`config.mk`:
```
export PLATFORM = sky130hd
export DESIGN_NAME = raqt_cell
export DESIGN_NICKNAME = d
export VERILOG_FILES = /design/src/rtl/core/replica_ack_quorum_tracker_defines.svh /design/src/rtl/core/raqt_pkg.sv /design/src/rtl/core/raqt_cell.sv
export SDC_FILE = /design/constraint.sdc
export NUM_CORES = 1
export LEC_CHECK = 0
export BUFFER_PORTS_ARGS = -buffer_cell sky130_fd_sc_hd__buf_2
export CORE_ASPECT_RATIO = 0.9
export CORE_MARGIN = 4
export CORE_UTILIZATION = 30
export CTS_CLUSTER_DIAMETER = 30
export DETAILED_ROUTE_END_ITERATION = 7
export PLACE_DENSITY = 0.49
export SLEW_MARGIN = 20
export SYNTH_ARGS = -nofsm -noshare
export SYNTH_HDL_FRONTEND = slang
export SYNTH_SLANG_ARGS = --single-unit
export TNS_END_PERCENT = 1
```
`constraint.sdc`:
```
create_clock -name aclk -period 9.5 [get_ports aclk]
set_input_delay 0.475 -clock aclk [delete_from_list [all_inputs] [get_ports aclk]]
set_output_delay 0.475 -clock aclk [all_outputs]
set_load 0.05 [all_outputs]
```
`src/rtl/core/replica_ack_quorum_tracker_defines.svh`:
```
// Assertion macros shared by the quorum tracker RTL.
`ifndef REPLICA_ACK_QUORUM_TRACKER_DEFINES_SVH
`define REPLICA_ACK_QUORUM_TRACKER_DEFINES_SVH

// Same-cycle implication, clocked on aclk, off while aresetn is low.
`define RAQT_ASSERT_NOW(label, ante, cons, msg) \
    label: assert property (@(posedge aclk) disable iff (!aresetn) (ante) |-> (cons)) \
        else $error(msg);

// Next-cycle implication, clocked on aclk, off while aresetn is low.
`define RAQT_ASSERT_NEXT(label, ante, cons, msg) \
    label: assert property (@(posedge aclk) disable iff (!aresetn) (ante) |=> (cons)) \
        else $error(msg);

`endif

```
`src/rtl/core/raqt_pkg.sv`:
```
// Types, constants and compare helpers for the replica ack quorum tracker.
package raqt_pkg;

    localparam int ID_W             = 32;
    localparam int FILE_W           = 32;
    localparam int OFF_W            = 64;
    localparam int QUORUM_W         = 4;
    localparam int QUORUM_MAX       = (1 << QUORUM_W) - 1;
    localparam int MAX_REPLICAS_DEF = 8;
    localparam int ADDR_W           = 3;
    localparam int DATA_W           = 32;

    // Word index of the quorum register on the config port
    localparam logic [ADDR_W-3:0] REG_REQUIRED = '0;

    // Wave that travels down the cell chain, one cell per cycle
    typedef struct packed {
        logic                v;
        logic                first;
        logic [QUORUM_W-1:0] need;
        logic                hit_seen;
        logic                free_seen;
        logic                min_ok;
        logic [ID_W-1:0]     min_id;
        logic [FILE_W-1:0]   min_file;
        logic [OFF_W-1:0]    min_off;
    } scan_t;

    typedef enum logic [1:0] {
        CMD_NONE,
        CMD_HIT,
        CMD_FREE,
        CMD_MIN
    } cmd_kind_t;

    // Slot update broadcast to every cell
    typedef struct packed {
        cmd_kind_t       kind;
        logic [ID_W-1:0] min_id;
    } cmd_t;

    typedef enum logic [2:0] {
        ST_IDLE,
        ST_SCAN1,
        ST_UPDATE,
        ST_SCAN2,
        ST_FINISH
    } state_t;

    // Position a is strictly below position b, file compared first
    function automatic logic pos_less(
        input logic [FILE_W-1:0] fa,
        input logic [OFF_W-1:0]  oa,
        input logic [FILE_W-1:0] fb,
        input logic [OFF_W-1:0]  ob
    );
        pos_less = (fa < fb) || ((fa == fb) && (oa < ob));
    endfunction

endpackage

```
`src/rtl/core/raqt_cell.sv`:
```
// One replica slot of the tracker chain: holds an entry and folds it into the passing wave.
module raqt_cell import raqt_pkg::*; (
    input  logic              aclk,
    input  logic              aresetn,
    input  scan_t             carry_in,
    output scan_t             carry_out,
    input  cmd_t              cmd,
    input  logic [ID_W-1:0]   req_id,
    input  logic [FILE_W-1:0] req_file,
    input  logic [OFF_W-1:0]  req_off
);

    logic              used_reg;
    logic [ID_W-1:0]   id_reg;
    logic [FILE_W-1:0] file_reg;
    logic [OFF_W-1:0]  off_reg;
    logic              hit_reg;
    logic              pick_reg;
    scan_t             out_reg;
    scan_t             out_next;
    logic              is_match;
    logic              take_min;
    logic              wr_en;

    assign is_match = used_reg && (id_reg == req_id);

    // Entry becomes the running minimum: no minimum yet, lower position, or equal position and lower id
    assign take_min = used_reg && (!carry_in.min_ok
                      || pos_less(file_reg, off_reg, carry_in.min_file, carry_in.min_off)
                      || ((file_reg == carry_in.min_file) && (off_reg == carry_in.min_off)
                          && (id_reg < carry_in.min_id)));

    always_comb begin
        out_next = carry_in;
        if (used_reg) begin
            out_next.need = (carry_in.need != '0) ? carry_in.need - QUORUM_W'(1) : '0;
            if (is_match) begin
                out_next.hit_seen = 1'b1;
            end
        end else begin
            out_next.free_seen = 1'b1;
        end
        if (take_min) begin
            out_next.min_ok   = 1'b1;
            out_next.min_id   = id_reg;
            out_next.min_file = file_reg;
            out_next.min_off  = off_reg;
        end
    end

    always_comb begin
        unique case (cmd.kind)
            CMD_NONE: wr_en = 1'b0;
            CMD_HIT:  wr_en = hit_reg;
            CMD_FREE: wr_en = pick_reg;
            CMD_MIN:  wr_en = used_reg && (id_reg == cmd.min_id);
            default:  wr_en = 1'b0;
        endcase
    end

    always_ff @(posedge aclk) begin
        if (!aresetn) begin
            used_reg <= 1'b0;
            hit_reg  <= 1'b0;
            pick_reg <= 1'b0;
            out_reg  <= '0;
        end else begin
            out_reg <= out_next;
            // Latch this slot's role while the first wave passes
            if (carry_in.v && carry_in.first) begin
                hit_reg  <= is_match && pos_less(file_reg, off_reg, req_file, req_off);
                pick_reg <= !used_reg && !carry_in.free_seen;
            end
            if (wr_en) begin
                used_reg <= 1'b1;
            end
        end
    end

    always_ff @(posedge aclk) begin
        if (wr_en) begin
            id_reg   <= req_id;
            file_reg <= req_file;
            off_reg  <= req_off;
        end
    end

    assign carry_out = out_reg;

endmodule

```
==> results.sh <==
export IMPL_grt_max_degree=107
export IMPL_tritoncts="yes"
export IMPL_final_max_slew_viol_count=0
export IMPL_clockBufferDepth=3
export IMPL_die_area_mm2=0.06710
export IMPL_required_ns=9.94
export IMPL_critPathTopFamily="simple AND/OR/NAND/NOR gates"
export IMPL_synth_seq_area_share=0.3516
export IMPL_min_from="req_off[62]"
export IMPL_synth_fa_ha_area_frac=0.1469
export IMPL_clock_latency_ns=0.60
export IMPL_multi_input_area_mm2=0.01063
export IMPL_fillCellCount=6340
export IMPL_ys_ff_latch=268
export IMPL_gr_total_overflow=0
export IMPL_largest_reg_flops=137
export IMPL_cp_slowest_cell="o2111a_4"
export IMPL_grt_pass1_vias=17430
export IMPL_drive_above_1_share=0.2907
export IMPL_finalHoldViolCount=0
export IMPL_synth_compound_area_frac=0.2601
export IMPL_std_cell_rows=87
export IMPL_regArea_mm2=0.006650
export IMPL_placed_cells=3110
export IMPL_start_util=0.3026
export IMPL_clock_sinks=268
export IMPL_dpl_hpwl_um=49720
export IMPL_post_route_min_period_ns=4.823
export IMPL_tightest_slew_ns=1.009
export IMPL_p_per_area_mw_per_mm2=196.2
export IMPL_syn_to_final_growth_pct=30.15
export IMPL_final_cells=3287
export IMPL_io_buffers=437
export IMPL_hold_class="input port to flip-flop"
export IMPL_io_pins=438
export IMPL_cts_max_level=3
export IMPL_critPathLaunch="file_reg[31]"
export IMPL_slowest_delay_ns=0.82
export IMPL_grt_pass1_wl_um=102500
export IMPL_gp_congestion=0.8517
export IMPL_clock_fmax_ghz=0.2073
export IMPL_start_kind="flip-flop"
export IMPL_tns_ns=0
export IMPL_whs_endpoint="off_reg[62]"
export IMPL_criticalPathCategory="flip-flop to flip-flop"
export IMPL_grt_use_total=0.1950
export IMPL_numCtsBuffers=88
export IMPL_synthSimpleGateAreaFrac=0.1248
export IMPL_r2r_start="file_reg[31]"
export IMPL_crit_fanout=105
export IMPL_setup_violations=0
export IMPL_routed_wl_um=68540
export IMPL_rrSetupSlack_ns=4.68
export IMPL_fin_skew_ns=0.02151
export IMPL_holdWs_ns=0.06617
export IMPL_yosysMostFrequentCell="inv_1"
export IMPL_grt_setup_unrepaired="no"
export IMPL_post_cts_setup_buffer_count=0
export IMPL_ff2ff_path_depth=9
export IMPL_worstPathCellList="ha_1 > nand4_2 > nor4_1 > nand3_1 > a2111oi_0 > o2111a_4 > or2_4 > buf_12 > o311ai_2"
export IMPL_post_synth_mux_area_share=0
export IMPL_syn_avg_cell_area_um2=9.665
export IMPL_drt_initial_drc_count=1001
export IMPL_routedWlPerCell_um=20.85
export IMPL_ant_nets=0
export IMPL_hold_buffers=0
export IMPL_via_per_inst=5.333
export IMPL_die_h_um=246.1
export IMPL_drt_pass1_iterations=7
export IMPL_root_buffer="clkbuf_16"
export IMPL_syn_nets=2479
export IMPL_maxCapViolCount=0
export IMPL_whs_path_depth=1
export IMPL_netlist_area_mm2=0.01890
export IMPL_slew_headroom=0.3272
export IMPL_syn_inst=1956
export IMPL_status="finished clean"
export IMPL_leakagePower_uw=0.01134
export IMPL_ys_top_cells_by_area="edfxtp_1 20%, dfxtp_1 15%, ha_1 15%"
export IMPL_cp_end_kind="flip-flop"
export IMPL_yosysWarnings=0
export IMPL_synth_top_area_share=0.2033
export IMPL_synth_top_area_cell="edfxtp_1"
export IMPL_vias=17530
export IMPL_worst_path_buf_inv=1
export IMPL_synth_ff_type="dfxtp_1"
export IMPL_yosys_top_cells_count="233 x inv_1, 222 x ha_1, 167 x nand2_1, 161 x o21ai_0, 140 x dfxtp_1"
export IMPL_die_w_um=272.6
export IMPL_ir_drop_uv=164.8
export IMPL_post_route_period_util=0.5077
export IMPL_post_cts_resized=0
export IMPL_clkSlewWorstSetupHoldPaths_ns=0.04
export IMPL_nets=2879
export IMPL_synth_edf_count=128
export IMPL_r2r_end="carry_out[77]"
export IMPL_core_area_mm2=0.06248
export IMPL_synth_cell_type_count=61
export IMPL_synth_top_family_by_area="compound AO/OA/AOI/OAI gates"
export IMPL_async_flop_share=0
export IMPL_synthXorXnorAreaFrac=0.02872
export IMPL_drc_errors=0
export IMPL_worstPathArrival_ns=5.27
export IMPL_antenna_found_initial=25
## metrics by stage
step	power [uW]	worst slack (ns)	instance area, um^2	util
2_1_floorplan	1743	2.672	18900	-
3_3_place_gp	1945	4.529	21540	0.3448
3_5_place_dp	1954	4.442	21540	0.3448
4_1_cts	4889	4.571	24540	0.3928
5_1_grt	5012	4.310	24590	0.3935
6_report	4827	4.677	24600	0.3938
## cell families (layout without fill, tap and decap cells)
| logic type | count (synthesis) | after routing |
|---|---|---|
| flip-flops | 268 | 268 |
| buffers and inverters | 376 | 849 |
| AND/OR/NAND/NOR | 445 | 445 |
| adder cells (fa/ha/maj) | 222 | 222 |
| other | 0 | 13 |
| XOR/XNOR | 62 | 62 |
| AO/OA/AOI/OAI | 583 | 583 |
## worst register-to-register path: stages, from the launching register on
cell and delay, ns:
edfxtp_1 0.45, ha_1 0.35, nand4_2 0.21, nor4_1 0.63, nand3_1 0.24, a2111oi_0 0.43, o2111a_4 0.82, or2_4 0.59
buf_12 0.61, o311ai_2 0.35
## layout by cell type (no fill, tap or decap), types with 7 or more instances in the layout
master / instances
buf_2: 436
inv_1: 232
ha_1: 222
nand2_1: 167
o21ai_0: 160
dfxtp_1: 139
and3_1: 130
a32oi_1: 128
edfxtp_1: 128
o311ai_2: 100
clkbuf_16: 91
a21oi_1: 70
nand4_1: 49
xor2_1: 33
a21o_1: 32
xnor2_1: 29
o311ai_1: 29
clkinv_2: 21
clkbuf_1: 19
nor4_1: 17
nand3_1: 16
nor2_1: 15
clkbuf_8: 15
nor3_1: 14
diode_2: 13
buf_4: 13
nor2b_1: 12
o21a_1: 10
and4_1: 8
bufinv_16: 8
a211oi_1: 7
## layer usage
metal	share of wire	vias up	GRT usage	routed length, um
li1	-	8282	-	-
met1	0.43	8486	0.2429	29140
met2	0.48	604	0.3288	32580
met3	0.073	134	0.05395	4988
met4	0.024	24	0.06055	1678
met5	0.0022	-	0	153
## worst max-delay path by stage
stage,slack (ns),depth (start not counted),endpoint
after CTS,4.57,9,carry_out[75]
after global placement,4.53,11,carry_out[76]
after global routing,4.31,9,carry_out[79]
after floorplan,2.67,2,file_reg[0]
after detailed placement,4.44,11,carry_out[79]
final,4.68,9,carry_out[77]
## area by class of cell
| type | count | area share |
|---|---|---|
| Clock buffer | 125 | 0.1038 |
| Sequential cell | 268 | 0.2703 |
| Timing Repair Buffer | 453 | 0.09601 |
| Inverter | 233 | 0.03565 |
| Multi-Input combinational cell | 1312 | 0.4319 |
| Tap cell | 845 | 0.04297 |
| Clock inverter | 38 | 0.01805 |
| Antenna cell | 13 | 0.001322 |
## power breakdown
part / switching [uW] / leakage, uW / internal [uW]
clock network: 829 / 0.00149 / 2060
registers: 23.1 / 0.00233 / 1270
logic: 437 / 0.00753 / 208
total: 1290 / 0.0113 / 3540
No activity file was read; power rests on OpenSTA's default activity.
